**src/design/pldg_pkg.sv**
```systemverilog
package pldg_pkg;

    localparam int MAX_POINTS   = 128;
    localparam int IDX_W        = 7;
    localparam int RESET_POINTS = 72;
    localparam int FREQ_W       = 20;
    localparam int GAIN_W       = 16;

    // wide multiplier, built from four 23x23 partial products
    localparam int MUL_W  = 46;
    localparam int HALF_W = 23;
    localparam int PROD_W = 92;

    // mantissa of 10^(r/2560) is Q6.40, reciprocal decades are Q.48
    localparam int FRAC_W       = 40;
    localparam int RECIP_FRAC_W = 48;
    localparam int OUT_FRAC_W   = 16;

    localparam int DIV_STEPS = 17;
    localparam int EXP_BITS  = 12;
    localparam int Q_OFFSET  = 13;
    localparam int Q_RECIP   = 104858;  // ceil(2^28 / 2560)
    localparam int Q_SHIFT   = 28;
    localparam int Q_SAT     = 18;      // decade index at which output always clips

    localparam int INIT_FREQ [RESET_POINTS] = '{
        2560, 4437, 5564, 6690, 8192, 10445, 11947, 16452, 20582, 28092,
        37854, 53248, 64512, 66014, 71270, 78404, 87040, 95300, 103936, 110319,
        115576, 119330, 121958, 124211, 126464, 128341, 129468, 132096, 135475, 138104,
        140356, 142609, 144486, 145988, 147490, 148992, 150118, 151620, 154624, 156877,
        159880, 162884, 165512, 168516, 173022, 177528, 182033, 183535, 185412, 186163,
        187290, 188792, 191420, 194048, 198178, 201557, 206814, 215450, 218078, 221082,
        225587, 228591, 230844, 233096, 235725, 238353, 240606, 242483, 243610, 246613,
        250744, 256000
    };

    localparam int INIT_GAIN [RESET_POINTS] = '{
        1816, 2649, 2983, 5093, 7703, 10147, 10703, 10871, 10871, 10873,
        10653, 10490, 10326, 10104, 9494, 8552, 7665, 6834, 5947, 5171,
        4228, 3563, 3064, 2564, 2232, 2121, 2121, 2177, 2178, 2012,
        1679, 1236, 736, 237, -374, -929, -1206, -1150, -983, -927,
        -982, -1148, -1314, -1369, -1312, -1422, -1976, -2531, -3142, -3586,
        -2919, -2197, -1697, -1419, -1195, -917, -749, -803, -802, -1024,
        -1301, -1355, -1355, -1521, -1465, -1686, -1686, -1797, -1907, -1851,
        -1850, -1683
    };

    typedef struct packed {
        logic [FREQ_W-1:0]        freq;
        logic signed [GAIN_W-1:0] gain;
    } t_point;

    typedef struct packed {
        logic load;
        logic shift;
    } t_cell_ctl;

    typedef struct packed {
        logic             start;
        logic [MUL_W-1:0] a;
        logic [MUL_W-1:0] b;
    } t_mul_req;

    typedef struct packed {
        logic              busy;
        logic              done;
        logic [PROD_W-1:0] p;
    } t_mul_rsp;

    function automatic t_point init_point(int i);
        t_point p;
        p = '0;
        if (i < RESET_POINTS) begin
            p.freq = FREQ_W'(INIT_FREQ[i]);
            p.gain = GAIN_W'(INIT_GAIN[i]);
        end
        return p;
    endfunction

    // 10^(2^j / 2560) in Q6.40
    function automatic logic [MUL_W-1:0] exp_fact(int j);
        real x;
        x = $pow(10.0, (2.0 ** j) / 2560.0) * (2.0 ** FRAC_W);
        return MUL_W'(longint'(x));
    endfunction

    // 10^-k in Q.48
    function automatic logic [MUL_W-1:0] recip_dec(int k);
        real x;
        x = $pow(10.0, -1.0 * k) * (2.0 ** RECIP_FRAC_W);
        return MUL_W'(longint'(x));
    endfunction

    localparam logic [MUL_W-1:0] EXP_FACT [16] = '{
        exp_fact(0), exp_fact(1), exp_fact(2), exp_fact(3),
        exp_fact(4), exp_fact(5), exp_fact(6), exp_fact(7),
        exp_fact(8), exp_fact(9), exp_fact(10), exp_fact(11),
        '0, '0, '0, '0
    };

    localparam logic [MUL_W-1:0] RECIP_DEC [Q_OFFSET] = '{
        recip_dec(1), recip_dec(2), recip_dec(3), recip_dec(4), recip_dec(5),
        recip_dec(6), recip_dec(7), recip_dec(8), recip_dec(9), recip_dec(10),
        recip_dec(11), recip_dec(12), recip_dec(13)
    };

    localparam logic [MUL_W-1:0] POW10 [5] = '{
        MUL_W'(1), MUL_W'(10), MUL_W'(100), MUL_W'(1000), MUL_W'(10000)
    };

endpackage

```
**src/design/pldg_mul.sv**
```systemverilog
module pldg_mul (
    input  logic               i_clk,
    input  logic               i_rst_n,
    input  pldg_pkg::t_mul_req i_req,
    output pldg_pkg::t_mul_rsp o_rsp
);

    logic                          r_busy;
    logic                          r_done;
    logic                          r_pend;
    logic [2:0]                    r_cnt;
    logic [1:0]                    r_sel;
    logic [pldg_pkg::MUL_W-1:0]    r_a;
    logic [pldg_pkg::MUL_W-1:0]    r_b;
    logic [pldg_pkg::MUL_W-1:0]    r_pp;
    logic [pldg_pkg::PROD_W-1:0]   r_acc;

    logic [pldg_pkg::HALF_W-1:0]   w_ah;
    logic [pldg_pkg::HALF_W-1:0]   w_bh;
    logic [pldg_pkg::MUL_W-1:0]    w_pp;
    logic [pldg_pkg::PROD_W-1:0]   w_pp_sh;

    assign w_ah = r_cnt[1] ? r_a[pldg_pkg::MUL_W-1:pldg_pkg::HALF_W]
                           : r_a[pldg_pkg::HALF_W-1:0];
    assign w_bh = r_cnt[0] ? r_b[pldg_pkg::MUL_W-1:pldg_pkg::HALF_W]
                           : r_b[pldg_pkg::HALF_W-1:0];
    assign w_pp = w_ah * w_bh;

    always_comb begin
        case (r_sel)
            2'b00:   w_pp_sh = pldg_pkg::PROD_W'(r_pp);
            2'b11:   w_pp_sh = pldg_pkg::PROD_W'(r_pp) << (2 * pldg_pkg::HALF_W);
            default: w_pp_sh = pldg_pkg::PROD_W'(r_pp) << pldg_pkg::HALF_W;
        endcase
    end

    always_ff @(posedge i_clk) begin
        if (!i_rst_n) begin
            r_busy <= 1'b0;
            r_done <= 1'b0;
            r_pend <= 1'b0;
            r_cnt  <= '0;
        end else begin
            r_done <= 1'b0;
            if (i_req.start) begin
                r_busy <= 1'b1;
                r_pend <= 1'b0;
                r_cnt  <= '0;
                r_a    <= i_req.a;
                r_b    <= i_req.b;
                r_acc  <= '0;
            end else if (r_busy) begin
                if (r_pend) begin
                    r_acc <= r_acc + w_pp_sh;
                end
                if (r_cnt == 3'd4) begin
                    r_busy <= 1'b0;
                    r_done <= 1'b1;
                    r_pend <= 1'b0;
                end else begin
                    r_pp   <= w_pp;
                    r_sel  <= r_cnt[1:0];
                    r_pend <= 1'b1;
                    r_cnt  <= r_cnt + 3'd1;
                end
            end
        end
    end

    assign o_rsp.busy = r_busy;
    assign o_rsp.done = r_done;
    assign o_rsp.p    = r_acc;

endmodule

```
**config.mk**
```make
export PLATFORM = sky130hd
export DESIGN_NAME = pldg_mul
export DESIGN_NICKNAME = d
export VERILOG_FILES = /design/src/design/pldg_pkg.sv /design/src/design/pldg_mul.sv
export SDC_FILE = /design/constraint.sdc
export NUM_CORES = 2
export LEC_CHECK = 0
export BUFFER_PORTS_ARGS = -buffer_cell sky130_fd_sc_hd__buf_2
export CORE_UTILIZATION = 55
export DETAILED_ROUTE_END_ITERATION = 10
export PLACE_DENSITY = 0.82
export SYNTH_ARGS = -nofsm -noshare
export SYNTH_HDL_FRONTEND = slang
export SYNTH_SLANG_ARGS = --single-unit
```
**constraint.sdc**
```tcl
create_clock -name i_clk -period 20.7 [get_ports i_clk]
set_input_delay 4.14 -clock i_clk [delete_from_list [all_inputs] [get_ports i_clk]]
set_output_delay 4.14 -clock i_clk [all_outputs]
set_load 0.005 [all_outputs]
```
Word-level counts from Yosys, hierarchy flattened
Cells that the tools add are included.
- register bits: 238
- output and inout port bits: 94
- add/sub/neg operators: 2
- multiply operators: 1
- equality and inequality tests: 2
- multiplexer cells: 9
- bitwise logic cells: 4
- reductions and logical operators: 9
- operators by type and width (kind ; number):
    two-way mux 92 bit ; 2
    case mux 92 bit (2 select lines) ; 1
    adder 92 bit ; 1
    multiplier 23 x 23 -> 46 bit ; 1
    two-way mux 23 bit ; 2
    two-way mux 1 bit ; 4
    inverter 1 bit ; 4
    AND reduction 2 bit ; 2
    AND reduction 4 bit ; 1
    nonzero test 2 bit ; 2
    adder 3 x 1 -> 3 bit (second input constant) ; 1
    == test 3 bit (second input constant) ; 1
    AND reduction 3 bit ; 1
    OR reduction 3 bit ; 1
    == test 2 bit (second input constant) ; 1
    zero test 2 bit ; 1
    OR reduction 2 bit ; 1

Logic depth before layout (Yosys ltp)
- depth after elaboration: 5
- mapped depth: 31

Worst setup path before layout
OpenSTA, ideal clock, no wires.
- path type: input port to flip-flop
- start: in i_req[92] in the netlist's numbering
- end: reg r_acc[0] in the netlist's numbering (enable)
- setup time: 554 ps
- data arrival time: 8539 ps
- path slack: 11607 ps
- cell stages on the path: 3
- buffers on the path: 1
- cells stage by stage: clkbuf_1 a21oi_1 nor2b_1
- longest elaborated chain between the ends: 2
- ends and longest elaborated chain (item ; line ; source):
    start: declaration ; pldg_mul.sv:4 ; input pldg_pkg::t_mul_req i_req,
    nonzero test 2 bit (no line) ; n/a ;
    AND reduction 3 bit (no line) * ; n/a ;
    end signal: assignment ; pldg_mul.sv:54 ; r_acc <= r_acc + w_pp_sh;
    end: declaration ; pldg_mul.sv:16 ; logic [pldg_pkg::PROD_W-1:0] r_acc;
Mark *: on every way between the ends. The rest lies on a longest branch, timed or not.
A chain may end at the register's enable or synchronous reset.

Final worst setup path
- start: reg r_cnt[1]
- end: reg r_pp[45] in the netlist's numbering (data pin)
- longest elaborated chain between the ends: 2
- ends and longest elaborated chain (item ; line ; source):
    start: declaration ; pldg_mul.sv:11 ; logic [2:0] r_cnt;
    start signal: assignment ; pldg_mul.sv:64 ; r_cnt <= r_cnt + 3'd1;
    two-way mux 23 bit ; pldg_mul.sv:23 ; assign w_ah = r_cnt[1] ? r_a[pldg_pkg::MUL_W-1:pldg_pkg::HALF_W]
    multiplier 23 x 23 -> 46 bit ; pldg_mul.sv:27 ; assign w_pp = w_ah * w_bh;
    via w_pp (one bit) ; pldg_mul.sv:20 ; logic [pldg_pkg::MUL_W-1:0] w_pp;
    end signal: assignment ; pldg_mul.sv:61 ; r_pp <= w_pp;
    end: declaration ; pldg_mul.sv:15 ; logic [pldg_pkg::MUL_W-1:0] r_pp;
The timed path passes the listed nets, and every way through them passes these cells.

==> reports/results.ini <==
[run_status]
status=complete, no violations

[place]
place_hpwl_um=74200
io_buffers=188
gp_congestion=1.01

[layout]
nNetsFinal=4360
n_antenna_cell=0
drive_above_1_share_pct=10.4
syn2layout_area_growth_pct=8.12

[worst_setup_path]
start_kind=flop
cp.arrival_ps=9240
critPathCaptureType=flop
r2r-end=r_pp[45]
cp.required_ps=21050
rr_worst_depth=27
path_class=flop to flop
reg2reg_from=r_cnt[1]
worstPathMaxFanout=46
ff2ff_setup_slack_ps=11810

[routing]
viasPerCell=5.94
wirelength_um=95100
antenna_left=0
wl_per_cell_um=21.9
drt-pass1-iter-count=6
drtIter0Drc=2787
vias=25800
drc=0

[global_routing]
global_route.overflow_total=0
grt_pass1_vias=25500
antenna_found_initial=2
grt_pass1_wl_um=145000
grt_max_degree=85
grt_use_total_pct=32.0

[logic_synthesis]
ys_ff_latch=238
async_reset_ff_share_pct=0
yosysSeqAreaShare_pct=22.1
yosys-top-cells-area=fa_1 27%, edfxtp_1 22%, ha_1 10%, inv_1 6.2%, nand2_1 5.3%
avgSynthCellArea_sq_um=9.29
mappedNetlistArea_sq_mm=0.0320
synth_nets=4248
synth_flop_cell=edfxtp_1
synth_warnings=0
synth_cell_types=82
netlist_instances=3447
synth_top_cell_by_area=fa_1
synth_top_area_share_pct=27.4
synth_edf_count=232

[clock_network]
worstSkewPairLatency_ps=610
postCtsSetupRepairBufs=0
cts_buffers=28
cts_tree=done
postCtsHoldBufs=0
cts.sinks=238
clockBufferDepth=3
htree_levels=1
cts.clk_slew.worst_paths_ps=60
clockRootBuffer=clkbuf_16
cts-resized-gates=0

[timing]
worst_slew_pin_slew_ps=1250
drv_slew=0
setup-violations-final=0
tns_ps=0
max_freq_mhz=112
min_period_over_period_pct=42.9
rsz0062_at_grt=no
relSlewSlack_pct=14.2
final.min_clock_period_ps=8890
fin_skew_ps=19.8
hold_viol_final=0

[floorplan]
ios=189
start_util_pct=55.6
core_area_sq_mm=0.0576
fp.dieArea_sq_mm=0.0592
rows=88
chipWidth_um=243
die_h_um=243

[worst_hold_path]
hold_end=r_sel[1]
hold_start=r_cnt[1]
hold_depth=0
hold_class=flop to flop

[run]
drv_cap=0

## state kept, by name (all words and copies together), names as in the netlist
name and count:
r_pp 46, r_pend 1, r_acc 92, r_done 1, r_sel 2, r_b 46
r_a 46, r_cnt 3, r_busy 1
## per-layer routing
layer,track usage [%],share of wire [%],vias up
li1,-,-,11500
met1,42.2,39,12500
met2,49.8,44,1522
met3,6.29,11,351
met4,17.2,6.3,4
met5,0,0.068,-
## cells by family after synthesis
logic type | share of synthesized area, %
and+or+nand+nor | 14.9
DFF | 22.1
xor gates and xnor gates | 3.06
adders and majority gates | 37.9
muxes | 3.29
AOI/OAI and AO/OA | 10.7
buffers and inverters | 8.00
## how the worst max path moves through the flow
stage               from        to  slack [ps]  depth (start not counted)
2_1_floorplan  i_req[92]  r_acc[0]       11610                          3
3_3_place_gp    r_cnt[1]  r_pp[45]       12000                         27
3_5_place_dp    r_cnt[1]  r_pp[45]       11880                         27
4_1_cts         r_cnt[1]  r_pp[45]       11830                         27
5_1_grt         r_cnt[1]  r_pp[45]       11300                         27
6_report        r_cnt[1]  r_pp[45]       11810                         27
## critical path, cell delays in order, from the launching register on
cell	delay (ps)
dfxtp_2	340
buf_4	560
mux2i_1	1080
nor2_1	190
fa_1	480
fa_1	550
inv_1	50
fa_1	470
inv_1	50
fa_1	490
inv_1	50
fa_1	530
inv_1	50
fa_1	470
inv_1	50
fa_1	470
inv_1	40
ha_1	360
and3_1	200
nand2_1	50
o21ai_0	210
o211ai_1	170
a31oi_1	400
o21ai_1	210
and4_1	250
o31ai_2	440
mux2i_1	240
nand4_1	90
## final cells by class
cell class | count | area, sq um
clock buffers | 29 | 704
flip-flops and latches | 238 | 7090
fillers | 4725 | 23000
clock inverters | 23 | 251
multi-input cells | 2533 | 22400
repair buffers | 225 | 1220
inverters | 533 | 2000
well taps | 765 | 957
## stage by stage
step	utilization [%]	area [sq um]	hold WS, ps	std cells	setup slack [ps]
6_report	60.1	34600	455	4346	11810
2_1_floorplan	-	32000	435	3447	11610
3_5_place_dp	58.5	33700	442	4294	11880
3_3_place_gp	58.5	33700	435	4294	12000
4_1_cts	60.1	34600	457	4346	11830
5_1_grt	60.1	34600	472	4346	11300
## Yosys cell counts (all sizes together) (30+ instances only)
cell,instances
a21o,66
a21oi,158
and2,64
clkbuf,126
edfxtp,232
fa,439
ha,267
inv,533
mux2,57
mux2i,41
nand2,455
nand4,39
nor2,376
nor3,37
o21ai,109
o21bai,30
xnor2,64
xor2,48
## layout by cell type, fill, tap and decap left out, types with 16 or more instances in the layout
cell type  synthesis  routed
a21o_1            66      66
a21oi_1          154     154
a22o_1            23      23
a31oi_1           18      18
and2_1            64      63
and3_1            21      21
buf_2              9     187
buf_4              2      38
clkbuf_16          0      28
edfxtp_1         232     232
fa_1             439     439
ha_1             267     266
inv_1            533     533
mux2_2            53      53
mux2i_1           41      40
nand2_1          455     455
nand2b_1          16      16
nand3_1           29      29
nand4_1           39      39
nor2_1           376     375
nor2b_1           25      24
nor3_1            36      36
o21a_1            18      18
o21ai_0          107     107
o21bai_1          30      30
xnor2_1           64      64
xor2_1            48      48
Power is left out: the tool's default activity adds up to more than one toggle a clock period on the data nets, which glitch-free logic cannot reach.
