--- config.mk ---
export PLATFORM = sky130hd
export DESIGN_NAME = pldg_cell
export DESIGN_NICKNAME = d
export VERILOG_FILES = /design/src/design/pldg_pkg.sv /design/src/design/pldg_cell.sv
export SDC_FILE = /design/constraint.sdc
export NUM_CORES = 1
export LEC_CHECK = 0
export BUFFER_PORTS_ARGS = -buffer_cell sky130_fd_sc_hd__buf_2
export CAP_MARGIN = 20
export CORE_MARGIN = 3
export CORE_UTILIZATION = 44
export CTS_BUF_LIST = sky130_fd_sc_hd__clkbuf_4
export CTS_CLUSTER_DIAMETER = 60
export DETAILED_ROUTE_END_ITERATION = 8
export MAX_ROUTING_LAYER = met4
export PLACE_DENSITY = 0.88
export SYNTH_ARGS = -nofsm -noshare
export SYNTH_HDL_FRONTEND = slang
export SYNTH_SLANG_ARGS = --single-unit
--- constraint.sdc ---
create_clock -name i_clk -period 1.5 [get_ports i_clk]
set_input_delay 0.075 -clock i_clk [delete_from_list [all_inputs] [get_ports i_clk]]
set_output_delay 0.075 -clock i_clk [all_outputs]
set_load 0.02 [all_outputs]
--- src/design/pldg_pkg.sv ---
package pldg_pkg;

    localparam int MAX_POINTS   = 128;
    localparam int IDX_W        = 7;
    localparam int RESET_POINTS = 72;
    localparam int FREQ_W       = 20;
    localparam int GAIN_W       = 16;

    // wide multiplier, built from four 23x23 partial products
    localparam int MUL_W  = 46;
    localparam int HALF_W = 23;
    localparam int PROD_W = 92;

    // mantissa of 10^(r/2560) is Q6.40, reciprocal decades are Q.48
    localparam int FRAC_W       = 40;
    localparam int RECIP_FRAC_W = 48;
    localparam int OUT_FRAC_W   = 16;

    localparam int DIV_STEPS = 17;
    localparam int EXP_BITS  = 12;
    localparam int Q_OFFSET  = 13;
    localparam int Q_RECIP   = 104858;  // ceil(2^28 / 2560)
    localparam int Q_SHIFT   = 28;
    localparam int Q_SAT     = 18;      // decade index at which output always clips

    localparam int INIT_FREQ [RESET_POINTS] = '{
        2560, 4437, 5564, 6690, 8192, 10445, 11947, 16452, 20582, 28092,
        37854, 53248, 64512, 66014, 71270, 78404, 87040, 95300, 103936, 110319,
        115576, 119330, 121958, 124211, 126464, 128341, 129468, 132096, 135475, 138104,
        140356, 142609, 144486, 145988, 147490, 148992, 150118, 151620, 154624, 156877,
        159880, 162884, 165512, 168516, 173022, 177528, 182033, 183535, 185412, 186163,
        187290, 188792, 191420, 194048, 198178, 201557, 206814, 215450, 218078, 221082,
        225587, 228591, 230844, 233096, 235725, 238353, 240606, 242483, 243610, 246613,
        250744, 256000
    };

    localparam int INIT_GAIN [RESET_POINTS] = '{
        1816, 2649, 2983, 5093, 7703, 10147, 10703, 10871, 10871, 10873,
        10653, 10490, 10326, 10104, 9494, 8552, 7665, 6834, 5947, 5171,
        4228, 3563, 3064, 2564, 2232, 2121, 2121, 2177, 2178, 2012,
        1679, 1236, 736, 237, -374, -929, -1206, -1150, -983, -927,
        -982, -1148, -1314, -1369, -1312, -1422, -1976, -2531, -3142, -3586,
        -2919, -2197, -1697, -1419, -1195, -917, -749, -803, -802, -1024,
        -1301, -1355, -1355, -1521, -1465, -1686, -1686, -1797, -1907, -1851,
        -1850, -1683
    };

    typedef struct packed {
        logic [FREQ_W-1:0]        freq;
        logic signed [GAIN_W-1:0] gain;
    } t_point;

    typedef struct packed {
        logic load;
        logic shift;
    } t_cell_ctl;

    typedef struct packed {
        logic             start;
        logic [MUL_W-1:0] a;
        logic [MUL_W-1:0] b;
    } t_mul_req;

    typedef struct packed {
        logic              busy;
        logic              done;
        logic [PROD_W-1:0] p;
    } t_mul_rsp;

    function automatic t_point init_point(int i);
        t_point p;
        p = '0;
        if (i < RESET_POINTS) begin
            p.freq = FREQ_W'(INIT_FREQ[i]);
            p.gain = GAIN_W'(INIT_GAIN[i]);
        end
        return p;
    endfunction

    // 10^(2^j / 2560) in Q6.40
    function automatic logic [MUL_W-1:0] exp_fact(int j);
        real x;
        x = $pow(10.0, (2.0 ** j) / 2560.0) * (2.0 ** FRAC_W);
        return MUL_W'(longint'(x));
    endfunction

    // 10^-k in Q.48
    function automatic logic [MUL_W-1:0] recip_dec(int k);
        real x;
        x = $pow(10.0, -1.0 * k) * (2.0 ** RECIP_FRAC_W);
        return MUL_W'(longint'(x));
    endfunction

    localparam logic [MUL_W-1:0] EXP_FACT [16] = '{
        exp_fact(0), exp_fact(1), exp_fact(2), exp_fact(3),
        exp_fact(4), exp_fact(5), exp_fact(6), exp_fact(7),
        exp_fact(8), exp_fact(9), exp_fact(10), exp_fact(11),
        '0, '0, '0, '0
    };

    localparam logic [MUL_W-1:0] RECIP_DEC [Q_OFFSET] = '{
        recip_dec(1), recip_dec(2), recip_dec(3), recip_dec(4), recip_dec(5),
        recip_dec(6), recip_dec(7), recip_dec(8), recip_dec(9), recip_dec(10),
        recip_dec(11), recip_dec(12), recip_dec(13)
    };

    localparam logic [MUL_W-1:0] POW10 [5] = '{
        MUL_W'(1), MUL_W'(10), MUL_W'(100), MUL_W'(1000), MUL_W'(10000)
    };

endpackage

--- src/design/pldg_cell.sv ---
module pldg_cell (
    input  logic                i_clk,
    input  logic                i_rst_n,
    input  pldg_pkg::t_point    i_init,
    input  logic                i_wr,
    input  pldg_pkg::t_point    i_wr_point,
    input  pldg_pkg::t_cell_ctl i_ctl,
    input  pldg_pkg::t_point    i_next,
    output pldg_pkg::t_point    o_scan
);

    pldg_pkg::t_point r_point;
    pldg_pkg::t_point r_scan;

    always_ff @(posedge i_clk) begin
        if (!i_rst_n) begin
            r_point <= i_init;
        end else if (i_wr) begin
            r_point <= i_wr_point;
        end
    end

    // scan copy: load own point, then advance toward cell zero
    always_ff @(posedge i_clk) begin
        if (i_ctl.load) begin
            r_scan <= r_point;
        end else if (i_ctl.shift) begin
            r_scan <= i_next;
        end
    end

    assign o_scan = r_scan;

endmodule

==> results of run 1 <==
[synth_stat cells]
library cell	number
edfxtp_1	72
nand2b_1	1
or2_1	1
mux2_2	14
buf_6	2
mux2_4	58
buf_12	6
[cells by family after synthesis]
logic type    after synthesis  synth area share (%)
mux                        72                  30.7
buf+inv                     8                  4.26
flops                      72                  64.6
simple gates                2                 0.374
[metrics by stage]
stage | setup WS (ps) | area [um^2] | std cells | hold slack, ps
3_5_place_dp | 235 | 4130 | 396 | 378
3_3_place_gp | 269 | 4130 | 396 | 375
2_1_floorplan | 246 | 3350 | 154 | 292
==> flow_summary.yaml, run 1 <==
run_status:
  status: "stopped before the end"
  haltStage: "clock tree synthesis"
  toolErrorMsg: "[ERROR RSZ-0060] Max buffer count reached."
clock_tree:
  clock-sinks: 72
  cts_made_buffers: 9
  clockRootBuffer: "clkbuf_4"
  postCtsSetupRepairBufs: 0
  htreeDepth: 3
  holdBufCountCts: 102
  ctsResizeCount: 0
  clockBufferDepth: 2
synth:
  synth_top_cell_area_share_pct: 64.6
  yosysWarnings: 0
  synthCells: 154
  syn_nets: 267
  synth_area_leaders: "edfxtp_1 65%, mux2_4 26%, mux2_2 4.7%, buf_12 3.6%, buf_6 0.67%"
  yosys.area.top_type: "edfxtp_1"
  ys_ff_latch: 72
  synth_cell_types: 7
  syn_avg_cell_area_um2: 21.7
  netlist_area_um2: 3350
  ys_seq_area_share_pct: 64.6
floorplanning:
  die_x_um: 93.2
  initial_utilization_pct: 45.6
  num_io_pins: 149
  placementRows: 31
  die_y_um: 93.2
place:
  place.gp.congestion: 0.768
  io_buffers: 148
  hpwl_mm: 4.55
==> inputs of run 2 (changes only) <==
CORE_UTILIZATION = 33   (was 44)
CTS_BUF_LIST = default   (was sky130_fd_sc_hd__clkbuf_4)
CTS_CLUSTER_DIAMETER = default   (was 60)
MAX_ROUTING_LAYER = default   (was met4)
PLACE_DENSITY = default   (was 0.88)
PLACE_DENSITY_LB_ADDON = 0.15   (was default)
clock period = 1.95 ns   (was 1.5 ns; I/O delays follow)
==> run 2 against run 1 <==
Effect of this change: the flow now finishes without violations; area after synthesis is the same; synthesized cell count is the same.
==> flow_summary.yaml, run 2 <==
detailed_routing:
  wl_mm: 6.59
  vias_per_cell: 4.18
  dr.max_layer_used: "met4"
  met2RoutedLength_mm: 3.35
  ant_nets: 0
  wl_per_cell_um: 14.8
  vias: 1865
  drc: 0
  met3_length_um: 489
  dr.pass1.iters: 5
  drtIter0Drc: 41
  wl_met1_mm: 2.60
clock_tree:
  cts_tree: "done"
  clock_latency_ps: 330
  path_clk_slew_ps: 80
  clock-sinks: 72
  htreeDepth: 3
  clockBufferDepth: 2
  clockRootBuffer: "clkbuf_8"
  holdBufCountCts: 0
  cts_made_buffers: 9
  ctsResizeCount: 0
  postCtsSetupRepairBufs: 0
worst_setup_path:
  cp_slowest_cell: "edfxtp_1"
  end_kind: "output pin"
  crit_arrival_ps: 920
  slowest_delay_ps: 410
  cp_max_fo: 1
  start_kind: "flop"
  critical-path-top-delay-family: "flip-flops"
  critical_path_class: "reg2out"
  required_ps: 1850
  path_cells: "buf_2"
  cp_num_buf_inv: 1
floorplanning:
  die_x_um: 107
  placementRows: 36
  dieArea_um2: 11400
  initial_utilization_pct: 34.1
  core_area_um2: 9820
  num_io_pins: 149
  die_y_um: 107
synth:
  yosys.area.top_type: "edfxtp_1"
  ys_seq_area_share_pct: 64.6
  netlist_area_um2: 3350
  synthArstFlopShare_pct: 0
  synth_cell_types: 7
  synth_top_cell_area_share_pct: 64.6
  synth.top_cells.by_count: "72 x edfxtp_1, 58 x mux2_4, 14 x mux2_2"
  synth_edf_count: 72
  yosysWarnings: 0
  ys_ff_latch: 72
  synth_ff_type: "edfxtp_1"
  yosysMostFrequentCell: "edfxtp_1"
  syn_nets: 267
  synthCells: 154
  synth_area_leaders: "edfxtp_1 65%, mux2_4 26%, mux2_2 4.7%, buf_12 3.6%, buf_6 0.67%"
  syn_avg_cell_area_um2: 21.7
finish:
  antenna_cells: 0
  areaGrowthSynthToFinish_pct: 30.5
  layout_common_cells: "148 x buf_2, 72 x edfxtp_1, 58 x mux2_4, 14 x mux2_2, 9 x clkbuf_8"
  layout-drive-gt1-share_pct: 76.7
  nets: 422
  final_common_cell: "buf_2"
place:
  place.gp.congestion: 0.690
  io_buffers: 148
  hpwl_mm: 5.02
sta:
  tns_ps: 0
  skew_ps: 4.93
  rsz0062_at_grt: "no"
  finalSetupViolCount: 0
  report.final.slew_viol_count: 0
  finalCritPeriodShare_pct: 52.2
  hold_ws_ps: 60.8
  report.final.hold_viol_count: 0
  maxSlewHeadroom_pct: 44.9
  timing.final.crit_period_ps: 1020
  tightest_slew_ps: 826
  fmax_mhz: 982
global_route:
  grt_pass1_vias: 1977
  antenna_found_initial: 0
  grt_max_degree: 37
  grt_pass1_wl_mm: 9.80
  grt_use_total_pct: 11.5
  grt_overflow: 0
worst_hold_path:
  worstHoldPathType: "in2reg"
job:
  maxCapViolations: 0
power:
  power_uw: 3680
  vdd_drop_max_uv: 293
  power_leakage_uw: 0.00197
  powerDensity_nw_per_um2: 842
run_status:
  status: "finished, final reports clean"
-- run 2: cell counts after synthesis --
Identical to the previous run, type by type.
-- run 2: cell type report --
cell class	instances	area [um^2]
Clock buffer	9	124
Clock inverter	6	61.3
Fill cell	928	5450
Multi-Input combinational cell	74	1040
Sequential cell	72	2160
Tap cell	133	166
Timing Repair Buffer	152	808
-- run 2: path summary, 6_finish.rpt --
check	start	depth (start not counted)	to	slack, ps
worst max register to register	r_point[1]	1	o_scan[1]	1040
worst min register to register	r_point[6]	1	o_scan[6]	540
worst min-delay path	i_wr_point[8]	2	r_point[8]	60
worst max-delay path	o_scan[1]	1	o_scan[1]	930
-- run 2: per-stage QoR --
| step | area [um^2] | setup slack (ps) | utilization [%] | instances |
|---|---|---|---|---|
| 6_report | 4370 | 932 | 44.5 | 446 |
| 2_1_floorplan | 3350 | 324 | - | 154 |
| 4_1_cts | 4370 | 907 | 44.5 | 446 |
| 3_5_place_dp | 4180 | 564 | 42.6 | 431 |
| 5_1_grt | 4370 | 895 | 44.5 | 446 |
| 3_3_place_gp | 4180 | 584 | 42.6 | 431 |
-- run 2: metal layers --
layer | track usage, % | up-vias
met4 | 6.03 | 0
li1 | - | 913
met1 | 12.8 | 854
met5 | 0 | -
met2 | 19.9 | 83
met3 | 3.37 | 15
-- run 2: power breakdown --
| group | internal (uW) | total [uW] | switching (uW) |
|---|---|---|---|
| combinational | 334 | 615 | 282 |
| sequential | 1910 | 1950 | 40.5 |
| clock | 577 | 1110 | 535 |
-- run 2: logic make-up after synthesis --
kind of cell           synth area share, %
AND/OR/NAND/NOR                      0.374
flip-flops                            64.6
multiplexers                          30.7
buffers and inverters                 4.26
Power figures use the tool's default switching activity.
==> inputs of run 3 (changes only) <==
clock period = 1 ns   (was 1.95 ns; I/O delays follow)
==> run 3 against run 2 <==
Effect of this change: global-route usage is 0.74 points higher; sequential power is 95% higher; sequential share of layout area decreased by 5.2 points; die area unchanged; critical endpoint is now o_scan[4].
==> flow_summary.yaml, run 3 (same netlist as run 2, synthesis figures left out) <==
run_status:
  status: "finished, final reports clean"
clock_tree:
  cts_tree: "done"
  path_clk_slew_ps: 80
  clockBufferDepth: 2
  clock_latency_ps: 330
  clockRootBuffer: "clkbuf_8"
  clock-sinks: 72
  cts_made_buffers: 9
  htreeDepth: 3
  postCtsSetupRepairBufs: 0
detailed_routing:
  drtIter0Drc: 60
  wl_per_cell_um: 14.1
  dr.pass1.iters: 4
  vias: 2074
  drc: 0
  ant_nets: 0
  wl_mm: 6.99
  vias_per_cell: 4.19
worst_setup_path:
  cp_slowest_cell: "edfxtp_1"
  crit_cells: 1
  end_kind: "output pin"
  slowest_delay_ps: 400
  cp_num_buf_inv: 1
  cp_max_fo: 1
  crit_arrival_ps: 910
  worst-r2r-cell-count: 1
  required_ps: 950
  critical-path-top-delay-family: "flip-flops"
  start_kind: "flop"
  critical_path_class: "reg2out"
  path_cells: "buf_2"
floorplanning:
  dieArea_um2: 11400
  die_y_um: 107
  initial_utilization_pct: 34.1
  placementRows: 36
  die_x_um: 107
  num_io_pins: 149
  core_area_um2: 9820
place:
  io_buffers: 148
  dp.cells: 437
  place.gp.congestion: 0.685
  hpwl_mm: 5.03
worst_hold_path:
  worstHoldPathType: "in2reg"
  hold_path_depth: 2
finish:
  fin_cells: 495
  layout-drive-gt1-share_pct: 67.7
  nets: 470
  antenna_cells: 0
  fin_util_pct: 49.7
  areaGrowthSynthToFinish_pct: 45.9
  final_common_cell: "buf_2"
  layout_common_cells: "147 x buf_2, 72 x edfxtp_1, 58 x mux2_4, 42 x dlygate4sd3_1, 14 x mux2_2"
global_route:
  grt_overflow: 0
  grt_max_degree: 37
  grt_use_total_pct: 12.3
  grt_pass1_wl_mm: 10.5
  antenna_found_initial: 0
  grt_pass1_vias: 2172
sta:
  report.final.hold_viol_count: 0
  tns_ps: 0
  report.final.slew_viol_count: 0
  finalSetupViolCount: 0
  fmax_mhz: 1050
  tightest_slew_ps: 516
  skew_ps: 9.78
  timing.final.crit_period_ps: 955
  rsz0062_at_grt: "no"
  finalCritPeriodShare_pct: 95.5
  maxSlewHeadroom_pct: 65.6
power:
  power_leakage_uw: 0.00220
  vdd_drop_max_uv: 625
  powerDensity_nw_per_um2: 1560
job:
  maxCapViolations: 0
## run 3: cell type report
class / instances / area, um^2
Sequential cell: 72 / 2160
Multi-Input combinational cell: 74 / 1050
Tap cell: 133 / 166
Clock buffer: 9 / 124
Fill cell: 879 / 4940
Clock inverter: 7 / 86.3
Timing Repair Buffer: 200 / 1290
## run 3: where the power goes
| part | internal (uW) | total (uW) | switching (uW) |
|---|---|---|---|
| clock | 1380 | 2430 | 1050 |
| combinational | 786 | 1370 | 582 |
| sequential | 3720 | 3800 | 80.3 |
## run 3: worst paths after layout
path	startpoint	to	slack (ps)
hold reg to reg	r_point[15]	o_scan[15]	540
setup / recovery	o_scan[4]	o_scan[4]	40
hold / removal	i_next[22]	o_scan[22]	20
setup reg to reg	r_point[2]	o_scan[2]	110
## run 3: metrics by stage
step	power (uW)	setup WS, ps	instance area (um^2)	hold WS, ps
finish	7600	44.9	4880	16.9
CTS	7690	16.9	4870	0.558
floorplan	4660	-1.11	3360	267
global placement	5110	-82.8	4250	353
detailed placement	5120	-103	4250	353
global route	7920	2.16	4880	2.86
## run 3: layer usage
layer | wire [um] | share of wire (%) | GRT usage [%] | up-vias
met2 | 3720 | 53 | 22.0 | 84
li1 | - | - | - | 1010
met5 | 0 | 0 | 0 | -
met1 | 2680 | 38 | 13.2 | 966
met3 | 440 | 6.3 | 3.49 | 14
met4 | 155 | 2.2 | 5.94 | 0
## run 3: what timing repair did
item                                   in CTS  in global routing
gates resized for setup                     0                  2
endpoints found under the hold margin      26                  1
setup endpoints to repair                   0                  1
hold buffers                               41                  1
